===== src/edpm_pkg.sv =====
// ----------------------------------------------------------------------------
// edpm_pkg
// Types, codes and transition tables of the protocol-controller mode machine.
// ----------------------------------------------------------------------------
`default_nettype none

package edpm_pkg;

   localparam int unsigned EV_W     = 31;
   localparam int unsigned N_TRANS  = 20;
   localparam int unsigned TIDX_W   = 5;
   localparam int unsigned STATE_W  = 4;
   localparam int unsigned ACTION_W = 2;

   typedef enum logic [ACTION_W-1:0] {
      ACT_POST       = 2'd0,
      ACT_EVAL       = 2'd1,
      ACT_START      = 2'd2,
      ACT_SOFT_RESET = 2'd3
   } action_type;

   typedef enum logic [10:0] {
      MODE_FREEZE       = 11'b000_0000_0001,
      MODE_INIT         = 11'b000_0000_0010,
      MODE_LISTEN       = 11'b000_0000_0100,
      MODE_COLDSTART    = 11'b000_0000_1000,
      MODE_SUBCOLDSTART = 11'b000_0001_0000,
      MODE_ACTIVE       = 11'b000_0010_0000,
      MODE_PASSIVE      = 11'b000_0100_0000,
      MODE_AWAIT        = 11'b000_1000_0000,
      MODE_TEST         = 11'b001_0000_0000,
      MODE_DOWNLOAD     = 11'b010_0000_0000,
      MODE_ERROR        = 11'b100_0000_0000
   } mode_type;

   // Outcome of one evaluate, handed from the evaluation logic to the top level.
   typedef struct packed {
      logic              fired;
      logic [TIDX_W-1:0] tidx;
      logic [EV_W-1:0]   pending;
      mode_type          mode;
   } eval_type;

   localparam logic [EV_W-1:0] CLEAR_MASK [N_TRANS] = '{
      31'h7ffffbff, 31'h7ffffffe, 31'h7ffffffd, 31'h7fffffe3,
      31'h7ffffc1f, 31'h7fffa7ff, 31'h7fffffdf, 31'h7fff1fff,
      31'h7ffeffff, 31'h7ff9ffff, 31'h7ff7ffff, 31'h7feffdff,
      31'h7f9bffff, 31'h7f7fffff, 31'h7effffff, 31'h7dffffff,
      31'h7fffffbf, 31'h73ffdfff, 31'h7fffffe7, 31'h7fff97ff
   };

   localparam mode_type TARGET_MODE [N_TRANS] = '{
      MODE_FREEZE, MODE_LISTEN, MODE_PASSIVE, MODE_COLDSTART,
      MODE_FREEZE, MODE_ACTIVE, MODE_LISTEN, MODE_PASSIVE,
      MODE_ACTIVE, MODE_TEST, MODE_FREEZE, MODE_AWAIT,
      MODE_INIT, MODE_FREEZE, MODE_DOWNLOAD, MODE_FREEZE,
      MODE_SUBCOLDSTART, MODE_LISTEN, MODE_COLDSTART, MODE_PASSIVE
   };

   function automatic logic [N_TRANS-1:0] allow_mask(input mode_type m);
      logic [N_TRANS-1:0] a;
      unique case (m)
         MODE_FREEZE:       a = 20'h01a00;
         MODE_INIT:         a = 20'h00403;
         MODE_LISTEN:       a = 20'h0400d;
         MODE_COLDSTART:    a = 20'h90061;
         MODE_SUBCOLDSTART: a = 20'h60001;
         MODE_ACTIVE:       a = 20'h00091;
         MODE_PASSIVE:      a = 20'h00111;
         MODE_AWAIT:        a = 20'h04001;
         MODE_TEST:         a = 20'h02001;
         MODE_DOWNLOAD:     a = 20'h08001;
         default:           a = '0;
      endcase
      return a;
   endfunction

   function automatic logic [STATE_W-1:0] mode_number(input mode_type m);
      logic [STATE_W-1:0] n;
      unique case (m)
         MODE_FREEZE:       n = 4'd0;
         MODE_INIT:         n = 4'd1;
         MODE_LISTEN:       n = 4'd2;
         MODE_COLDSTART:    n = 4'd3;
         MODE_SUBCOLDSTART: n = 4'd4;
         MODE_ACTIVE:       n = 4'd5;
         MODE_PASSIVE:      n = 4'd6;
         MODE_AWAIT:        n = 4'd7;
         MODE_TEST:         n = 4'd8;
         MODE_DOWNLOAD:     n = 4'd9;
         default:           n = 4'd10;
      endcase
      return n;
   endfunction

endpackage

`default_nettype wire


===== src/edpm_if.sv =====
// ----------------------------------------------------------------------------
// edpm_req_if / edpm_rsp_if
// Valid/ready channels for commands into and results out of the mode machine.
// ----------------------------------------------------------------------------
`default_nettype none

interface edpm_req_if import edpm_pkg::*; ();
   logic                valid;
   logic                ready;
   logic [ACTION_W-1:0] action;
   logic [EV_W-1:0]     event_bits;
   logic                sticky;

   modport source (output valid, action, event_bits, sticky, input ready);
   modport sink   (input valid, action, event_bits, sticky, output ready);
endinterface

interface edpm_rsp_if import edpm_pkg::*; ();
   logic               valid;
   logic               ready;
   logic [STATE_W-1:0] state_number;
   logic               fired;
   logic [TIDX_W-1:0]  transition_index;
   logic               running;

   modport source (output valid, state_number, fired, transition_index, running,
                   input ready);
   modport sink   (input valid, state_number, fired, transition_index, running,
                   output ready);
endinterface

`default_nettype wire


===== src/edpm_eval.sv =====
// ----------------------------------------------------------------------------
// edpm_eval
// Transition conditions, mode masking, lowest-index priority and event clearing.
// ----------------------------------------------------------------------------
`default_nettype none

module edpm_eval import edpm_pkg::*; (
   input  logic [EV_W-1:0] pending,
   input  logic [EV_W-1:0] permanent,
   input  mode_type        mode,
   output eval_type        result
);

   logic [N_TRANS-1:0] cond;
   logic [N_TRANS-1:0] act;
   logic [TIDX_W-1:0]  k;

   // Event n sits in bit n-1 of the pending set.
   always_comb begin
      cond[0]  = pending[10];
      cond[1]  = pending[0];
      cond[2]  = pending[1];
      cond[3]  = pending[2] & pending[3] & pending[4];
      cond[4]  = |pending[9:5];
      cond[5]  = pending[11] & pending[12] & pending[14];
      cond[6]  = pending[5];
      cond[7]  = |pending[15:13];
      cond[8]  = pending[16];
      cond[9]  = pending[17] & pending[18];
      cond[10] = pending[19];
      cond[11] = pending[20] & pending[18];
      cond[12] = pending[21] & pending[22] & pending[18];
      cond[13] = pending[23];
      cond[14] = pending[24];
      cond[15] = pending[25];
      cond[16] = pending[6];
      cond[17] = pending[26] & pending[27] & pending[13];
      cond[18] = pending[3] & pending[4];
      cond[19] = pending[11] & (pending[13] | pending[14]);
   end

   assign act = cond & allow_mask(mode);

   // Scan from the top so the lowest active transition is written last.
   always_comb begin
      k = '0;
      for (int i = N_TRANS - 1; i >= 0; i--) begin
         if (act[i]) begin
            k = TIDX_W'(i);
         end
      end
   end

   always_comb begin
      result.fired = |act;
      result.tidx  = k;
      if (result.fired) begin
         result.pending = (pending & CLEAR_MASK[k]) | permanent;
         result.mode    = TARGET_MODE[k];
      end else begin
         result.pending = pending;
         result.mode    = mode;
      end
   end

endmodule

`default_nettype wire


===== src/event_driven_protocol_mode_fsm.sv =====
// ----------------------------------------------------------------------------
// event_driven_protocol_mode_fsm
// Eleven-mode protocol-controller state machine driven by posted events.
// ----------------------------------------------------------------------------
// One command is taken per clock cycle while the input register is free or
// moving on, and each command produces exactly one result: the command is
// captured in an input register, the event sets and mode are updated by a
// single level of condition, mask and priority logic, and the result lands
// in an output register. Commands are taken while a result is still waiting
// on the output, so the sustained rate is one transaction per cycle whenever
// the result side is ready. Post adds events (sticky posts also become
// permanent), evaluate fires the lowest allowed transition, start leaves the
// error mode once, and soft reset returns the event sets, mode and running
// flag to the reset state.
`default_nettype none

module event_driven_protocol_mode_fsm import edpm_pkg::*; (
   input  logic     clock,
   input  logic     reset,
   edpm_req_if.sink   req_chan,
   edpm_rsp_if.source rsp_chan
);

   logic               in_vld_ff;
   action_type         in_action_ff;
   logic [EV_W-1:0]    in_bits_ff;
   logic               in_sticky_ff;

   logic [EV_W-1:0]    pend_ff, pend_in;
   logic [EV_W-1:0]    perm_ff, perm_in;
   mode_type           mode_ff, mode_in;
   logic               started_ff, started_in;

   logic               out_vld_ff;
   logic [STATE_W-1:0] out_state_ff;
   logic               out_fired_ff, fired_in;
   logic [TIDX_W-1:0]  out_tidx_ff, tidx_in;
   logic               out_running_ff;

   logic               advance;
   logic               req_take;
   eval_type           eval_res;

   assign advance          = in_vld_ff && (!out_vld_ff || rsp_chan.ready);
   assign req_chan.ready   = !in_vld_ff || advance;
   assign req_take         = req_chan.valid && req_chan.ready;

   edpm_eval u_eval (
      .pending   (pend_ff),
      .permanent (perm_ff),
      .mode      (mode_ff),
      .result    (eval_res)
   );

   always_comb begin
      pend_in    = pend_ff;
      perm_in    = perm_ff;
      mode_in    = mode_ff;
      started_in = started_ff;
      fired_in   = 1'b0;
      tidx_in    = '0;
      unique case (in_action_ff)
         ACT_POST: begin
            if (in_sticky_ff) begin
               perm_in = perm_ff | in_bits_ff;
            end
            pend_in = pend_ff | in_bits_ff | perm_in;
         end
         ACT_EVAL: begin
            if (eval_res.fired) begin
               pend_in  = eval_res.pending;
               mode_in  = eval_res.mode;
               fired_in = 1'b1;
               tidx_in  = eval_res.tidx;
            end
         end
         ACT_START: begin
            if (!started_ff) begin
               mode_in    = MODE_FREEZE;
               started_in = 1'b1;
            end
         end
         ACT_SOFT_RESET: begin
            pend_in    = '0;
            perm_in    = '0;
            mode_in    = MODE_ERROR;
            started_in = 1'b0;
         end
         default: begin
         end
      endcase
   end

   always_ff @(posedge clock) begin
      if (reset) begin
         in_vld_ff  <= 1'b0;
         out_vld_ff <= 1'b0;
         pend_ff    <= '0;
         perm_ff    <= '0;
         mode_ff    <= MODE_ERROR;
         started_ff <= 1'b0;
      end else begin
         if (req_take) begin
            in_vld_ff <= 1'b1;
         end else if (advance) begin
            in_vld_ff <= 1'b0;
         end
         if (advance) begin
            out_vld_ff <= 1'b1;
            pend_ff    <= pend_in;
            perm_ff    <= perm_in;
            mode_ff    <= mode_in;
            started_ff <= started_in;
         end else if (rsp_chan.ready) begin
            out_vld_ff <= 1'b0;
         end
      end
   end

   always_ff @(posedge clock) begin
      if (req_take) begin
         in_action_ff <= action_type'(req_chan.action);
         in_bits_ff   <= req_chan.event_bits;
         in_sticky_ff <= req_chan.sticky;
      end
      if (advance) begin
         out_state_ff   <= mode_number(mode_in);
         out_fired_ff   <= fired_in;
         out_tidx_ff    <= tidx_in;
         out_running_ff <= started_in;
      end
   end

   assign rsp_chan.valid            = out_vld_ff;
   assign rsp_chan.state_number     = out_state_ff;
   assign rsp_chan.fired            = out_fired_ff;
   assign rsp_chan.transition_index = out_tidx_ff;
   assign rsp_chan.running          = out_running_ff;

   // Until started, the machine must sit in the error mode.
   a_idle_in_error: assert property (@(posedge clock) disable iff (reset)
      !started_ff |-> mode_ff == MODE_ERROR)
      else $error("mode left error without a start");

   // Permanent events are always present in the pending set.
   a_perm_in_pend: assert property (@(posedge clock) disable iff (reset)
      (pend_ff & perm_ff) == perm_ff)
      else $error("permanent event missing from pending set");

   // A transition can only fire once the machine is running.
   a_fired_running: assert property (@(posedge clock) disable iff (reset)
      out_vld_ff && out_fired_ff |-> out_running_ff)
      else $error("transition reported while not running");

   // Without a transition the reported index is zero.
   a_idx_zero: assert property (@(posedge clock) disable iff (reset)
      out_vld_ff && !out_fired_ff |-> out_tidx_ff == '0)
      else $error("nonzero transition index without a transition");

   // A processed start always leaves the machine running.
   a_start_runs: assert property (@(posedge clock) disable iff (reset)
      advance && in_action_ff == ACT_START |=> started_ff)
      else $error("start did not set the running flag");

endmodule

`default_nettype wire

===== src/flat_wrapper.sv =====
// flat-port wrapper written by rule: the top's interface ports become plain ports
module event_driven_protocol_mode_fsm_flat import edpm_pkg::*;
  (clock, reset, req_chan_valid, req_chan_action, req_chan_event_bits, req_chan_sticky, req_chan_ready, rsp_chan_valid, rsp_chan_state_number, rsp_chan_fired, rsp_chan_transition_index, rsp_chan_running, rsp_chan_ready);
  edpm_req_if req_chan_i ();
  edpm_rsp_if rsp_chan_i ();
  input  logic clock;
  input  logic reset;
  input wire logic [$bits(req_chan_i.valid)-1:0] req_chan_valid;
  input wire logic [$bits(req_chan_i.action)-1:0] req_chan_action;
  input wire logic [$bits(req_chan_i.event_bits)-1:0] req_chan_event_bits;
  input wire logic [$bits(req_chan_i.sticky)-1:0] req_chan_sticky;
  output wire logic [$bits(req_chan_i.ready)-1:0] req_chan_ready;
  output wire logic [$bits(rsp_chan_i.valid)-1:0] rsp_chan_valid;
  output wire logic [$bits(rsp_chan_i.state_number)-1:0] rsp_chan_state_number;
  output wire logic [$bits(rsp_chan_i.fired)-1:0] rsp_chan_fired;
  output wire logic [$bits(rsp_chan_i.transition_index)-1:0] rsp_chan_transition_index;
  output wire logic [$bits(rsp_chan_i.running)-1:0] rsp_chan_running;
  input wire logic [$bits(rsp_chan_i.ready)-1:0] rsp_chan_ready;
  assign req_chan_i.valid = req_chan_valid;
  assign req_chan_i.action = req_chan_action;
  assign req_chan_i.event_bits = req_chan_event_bits;
  assign req_chan_i.sticky = req_chan_sticky;
  assign req_chan_ready = req_chan_i.ready;
  assign rsp_chan_valid = rsp_chan_i.valid;
  assign rsp_chan_state_number = rsp_chan_i.state_number;
  assign rsp_chan_fired = rsp_chan_i.fired;
  assign rsp_chan_transition_index = rsp_chan_i.transition_index;
  assign rsp_chan_running = rsp_chan_i.running;
  assign rsp_chan_i.ready = rsp_chan_ready;
  event_driven_protocol_mode_fsm u_core (.clock(clock), .reset(reset), .req_chan(req_chan_i), .rsp_chan(rsp_chan_i));
endmodule

===== config.mk =====
export PLATFORM = sky130hd
export DESIGN_NAME = event_driven_protocol_mode_fsm_flat
export DESIGN_NICKNAME = d
export VERILOG_FILES = /design/src/edpm_pkg.sv /design/src/edpm_if.sv /design/src/edpm_eval.sv /design/src/event_driven_protocol_mode_fsm.sv /design/src/flat_wrapper.sv
export SDC_FILE = /design/constraint.sdc
export NUM_CORES = 1
export LEC_CHECK = 0
export BUFFER_PORTS_ARGS = -buffer_cell sky130_fd_sc_hd__buf_4
export CORE_MARGIN = 3
export CORE_UTILIZATION = 45
export DETAILED_ROUTE_END_ITERATION = 10
export HOLD_SLACK_MARGIN = 0.12
export SETUP_SLACK_MARGIN = 0.05
export SLEW_MARGIN = 20
export SYNTH_ARGS = -nofsm -noshare
export SYNTH_HDL_FRONTEND = slang
export SYNTH_SLANG_ARGS = --single-unit

===== constraint.sdc =====
create_clock -name clock -period 5.8 [get_ports clock]
set_input_delay 1.16 -clock clock [delete_from_list [all_inputs] [get_ports clock]]
set_output_delay 1.16 -clock clock [all_outputs]
set_load 0.02 [all_outputs]

==> impl_metrics.csv <==
group,metric,value,unit
finish,final_cells,865,
timing,worst_hold_slack,0.4689,ns
global_route,grt_overflow,0,
drt,finalWirelength,18.16,mm
critical_path,ff2ff_path_depth,11,
place,dp_slack,1.196,ns
power_and_ir_drop,power_density,252.3,mW/mm²
logic_synthesis,synth_sequential_area_ratio,44.17,%
timing,slew_headroom,34.09,%
logic_synthesis,synthArstFlopShare,0,%
critical_path,rrSetupSlack,1.16,ns
critical_path,path_class,"flip-flop to flip-flop",
flow_run,drv_cap,0,
logic_synthesis,yosysTopAreaCellShare,23.25,%
critical_path,path_depth,11,
clocking,holdBufCountCts,0,
critical_path,timing.critical_path.max_delay_family,"simple AND/OR/NAND/NOR gates",
place,placed_area,0.006454,mm²
logic_synthesis,ys.flop_type,"dfxtp_1",
clocking,worst_skew_pair.late_latency,0.36,ns
finish,area_growth,12.08,%
clocking,postCtsSetupBuffers,0,
critical_path,crit_fanout,15,
place,place_hpwl,13.26,mm
timing,tightest_slew,0.9887,ns
logic_synthesis,synth_area_leaders,"dfxtp_1 (23%), edfxtp_1 (21%), a21oi_1 (5.8%)",
logic_synthesis,synth_area_per_cell,9.092,µm²
critical_path,arrival,4.75,ns
status,status,"finished, final reports clean",
critical_path,rr_endpoint,"u_core.rsp_chan.state_number[0]",
power_and_ir_drop,ir_drop,203.8,µV
finish,n_fill_cell,1193,
timing,min_period,4.643,ns
global_route,grt_pass1_vias,5172,
power_and_ir_drop,p_total,1.704,mW
floorplanning,initial_core_util,46.82,%
critical_path,crit_buf_inv,0,
logic_synthesis,netlist_area,0.006028,mm²
logic_synthesis,synth-seq-cells,112,
timing,slew_violations,0,
drt,first_iter_violations,480,
global_route,grt_pass1_wl,28.75,mm
drt,firstDrtPassIters,5,
logic_synthesis,synth_cell_types,89,
place,port_buffers,47,
clocking,tritoncts,"built",
place,gp_congestion,0.9248,
floorplanning,fp.dieH,121.7,µm
floorplanning,design.core.area,0.01288,mm²
clocking,clock_path_buffers,2,
drt,routed_via_density,6.261,
worst_hold_path,hold_start,"u_core.perm_ff[12]",
worst_hold_path,hold_depth,2,
power_and_ir_drop,leakagePower,2.461,nW
floorplanning,fp.dieW,121.7,µm
finish,drive_above_1_share,16.02,%
critical_path,crit_path_cell_trace,"nor4_1, nand2_1, nor3_1, a211oi_1, nand4_1, o21ai_0, o32ai_1, a211o_1, nor3_2, and4_1, a311o_1",
global_route,grt_util_all_layers,25.23,%
logic_synthesis,ys_top_cells_by_count,"nor2_1 (78), a21oi_1 (70), dfxtp_1 (70)",
finish,num-nets-final,730,
timing,fmax,0.2154,GHz
global_route,antenna_found_initial,0,
global_route,grt_max_degree,38,
clocking,cts.reportedPaths.clkPinSlew,0.07,ns
logic_synthesis,synth_cells,663,
critical_path,critPathMaxStageDelay,0.68,ns
logic_synthesis,synth_edf_count,42,
clocking,numClockSinks,112,
drt,via_count,5416,
clocking,cts_inserted_buffers,9,
logic_synthesis,synth_most_common_cell,"nor2_1",
logic_synthesis,yosys_warnings,0,
finish,final_util,52.47,%
finish,insertedDiodeCount,0,
critical_path,cp-end-kind,"flip-flop",
place,dpl.cell_count,848,
critical_path,cp-start-kind,"flip-flop",
finish,design_area,0.006756,mm²
drt,wl_per_cell,20.99,µm
critical_path,cp_slowest_cell,"nor4_1",
drt,remaining_drc_errors,0,
clocking,cts_root_buffer,"clkbuf_16",
floorplanning,rows,41,
timing,skew,0.01026,ns
drt,ant_nets,0,
clocking,cts_resized,0,
timing,final.setup.tns,0,ns
timing,setup_viol,0,
critical_path,r2r_start,"u_core.mode_ff[7]",
clocking,h-tree-depth,3,
timing,finalWorstSetupSlack,1.157,ns
floorplanning,ios,51,
floorplanning,die-area,0.01482,mm²
timing,final-hold-violation-count,0,
timing,post-route-period-util,80.05,%
worst_hold_path,hold_class,"flip-flop to flip-flop",
timing,grt_setup_unrepaired,"false",
logic_synthesis,yosys.area.top_type,"dfxtp_1",
worst_hold_path,min_to,"u_core.perm_ff[12]",
logic_synthesis,syn_nets,705,
critical_path,worstPathRequired,5.91,ns
==> cells in the final DEF, fill, tap and decap left out, types with 4 or more instances in the layout <==
cell type,count
nor2b_1,6
nand2b_1,10
dfxtp_1,70
o211ai_1,8
and2_1,9
buf_4,53
and4_1,6
o21ai_0,52
a211oi_1,12
edfxtp_1,42
o21a_1,6
xor2_1,6
ha_1,4
and3_1,12
inv_1,23
a21o_1,8
a31oi_1,10
a21oi_1,70
nor3_1,16
nand3b_1,4
nor4_2,4
nand2_1,33
clkbuf_16,9
nand3_1,16
a221oi_1,12
o2111ai_1,5
nor4_1,9
nor2_1,78
nand4_1,8
==> power by group <==
part,switching [mW],internal [mW]
logic,0.126,0.0804
clock network,0.305,0.299
registers,0.0413,0.852
==> area by class of cell <==
class                           instances  area, µm²  area share, %
Tap cell                              172      215.2          3.185
Timing Repair Buffer                   54      412.9          6.111
Clock buffer                            9      225.2          3.333
Sequential cell                       112       2663          39.41
Inverter                               24      90.09          1.333
Multi-Input combinational cell        487       3088          45.70
Clock inverter                          7      62.56         0.9259
==> logic make-up after synthesis <==
logic type,share of synthesized area (%)
adders and majority gates,0.8303
and+or+nand+nor,22.60
muxes,0.4982
xor gates and xnor gates,1.287
DFF,44.17
buffers and inverters,4.794
AOI/OAI and AO/OA,25.82
==> worst max path at each step <==
stage | start | end | slack (ns)
after detailed placement | u_core.mode_ff[7] | u_core.rsp_chan.state_number[0] | 1.20
final | u_core.mode_ff[7] | u_core.rsp_chan.state_number[0] | 1.16
after CTS | u_core.mode_ff[7] | u_core.rsp_chan.state_number[0] | 1.18
after global placement | u_core.mode_ff[7] | u_core.rsp_chan.state_number[0] | 1.13
after floorplan | u_core.mode_ff[7] | u_core.rsp_chan.state_number[3] | 2.41
after global routing | u_core.mode_ff[7] | u_core.rsp_chan.state_number[0] | 0.88
==> routing by layer <==
metal  track usage [%]  vias up  share of wire, %
met5                 0        -                 0
met4             8.473        0               2.5
met3             5.432       31               6.5
met2             39.74      200                46
met1             34.60     2633                45
li1                  -     2552                 -
==> flip-flops by register name (all words and copies together) (netlist names), 2 cells and up <==
register	flops
u_core.pend_ff	28
u_core.mode_ff	11
u_core.in_action_ff	2
u_core.perm_ff	28
u_core.rsp_chan.transition_index	5
u_core.in_bits_ff	28
u_core.rsp_chan.state_number	4
==> tightest hold or removal path: cells and delay by family, from the launching register on <==
kind | cells | cell delay (ns)
AOI/OAI and AO/OA | 1 | 0.04
DFF | 1 | 0.33
and+or+nand+nor | 1 | 0.07
Power figures use the tool's default switching activity.
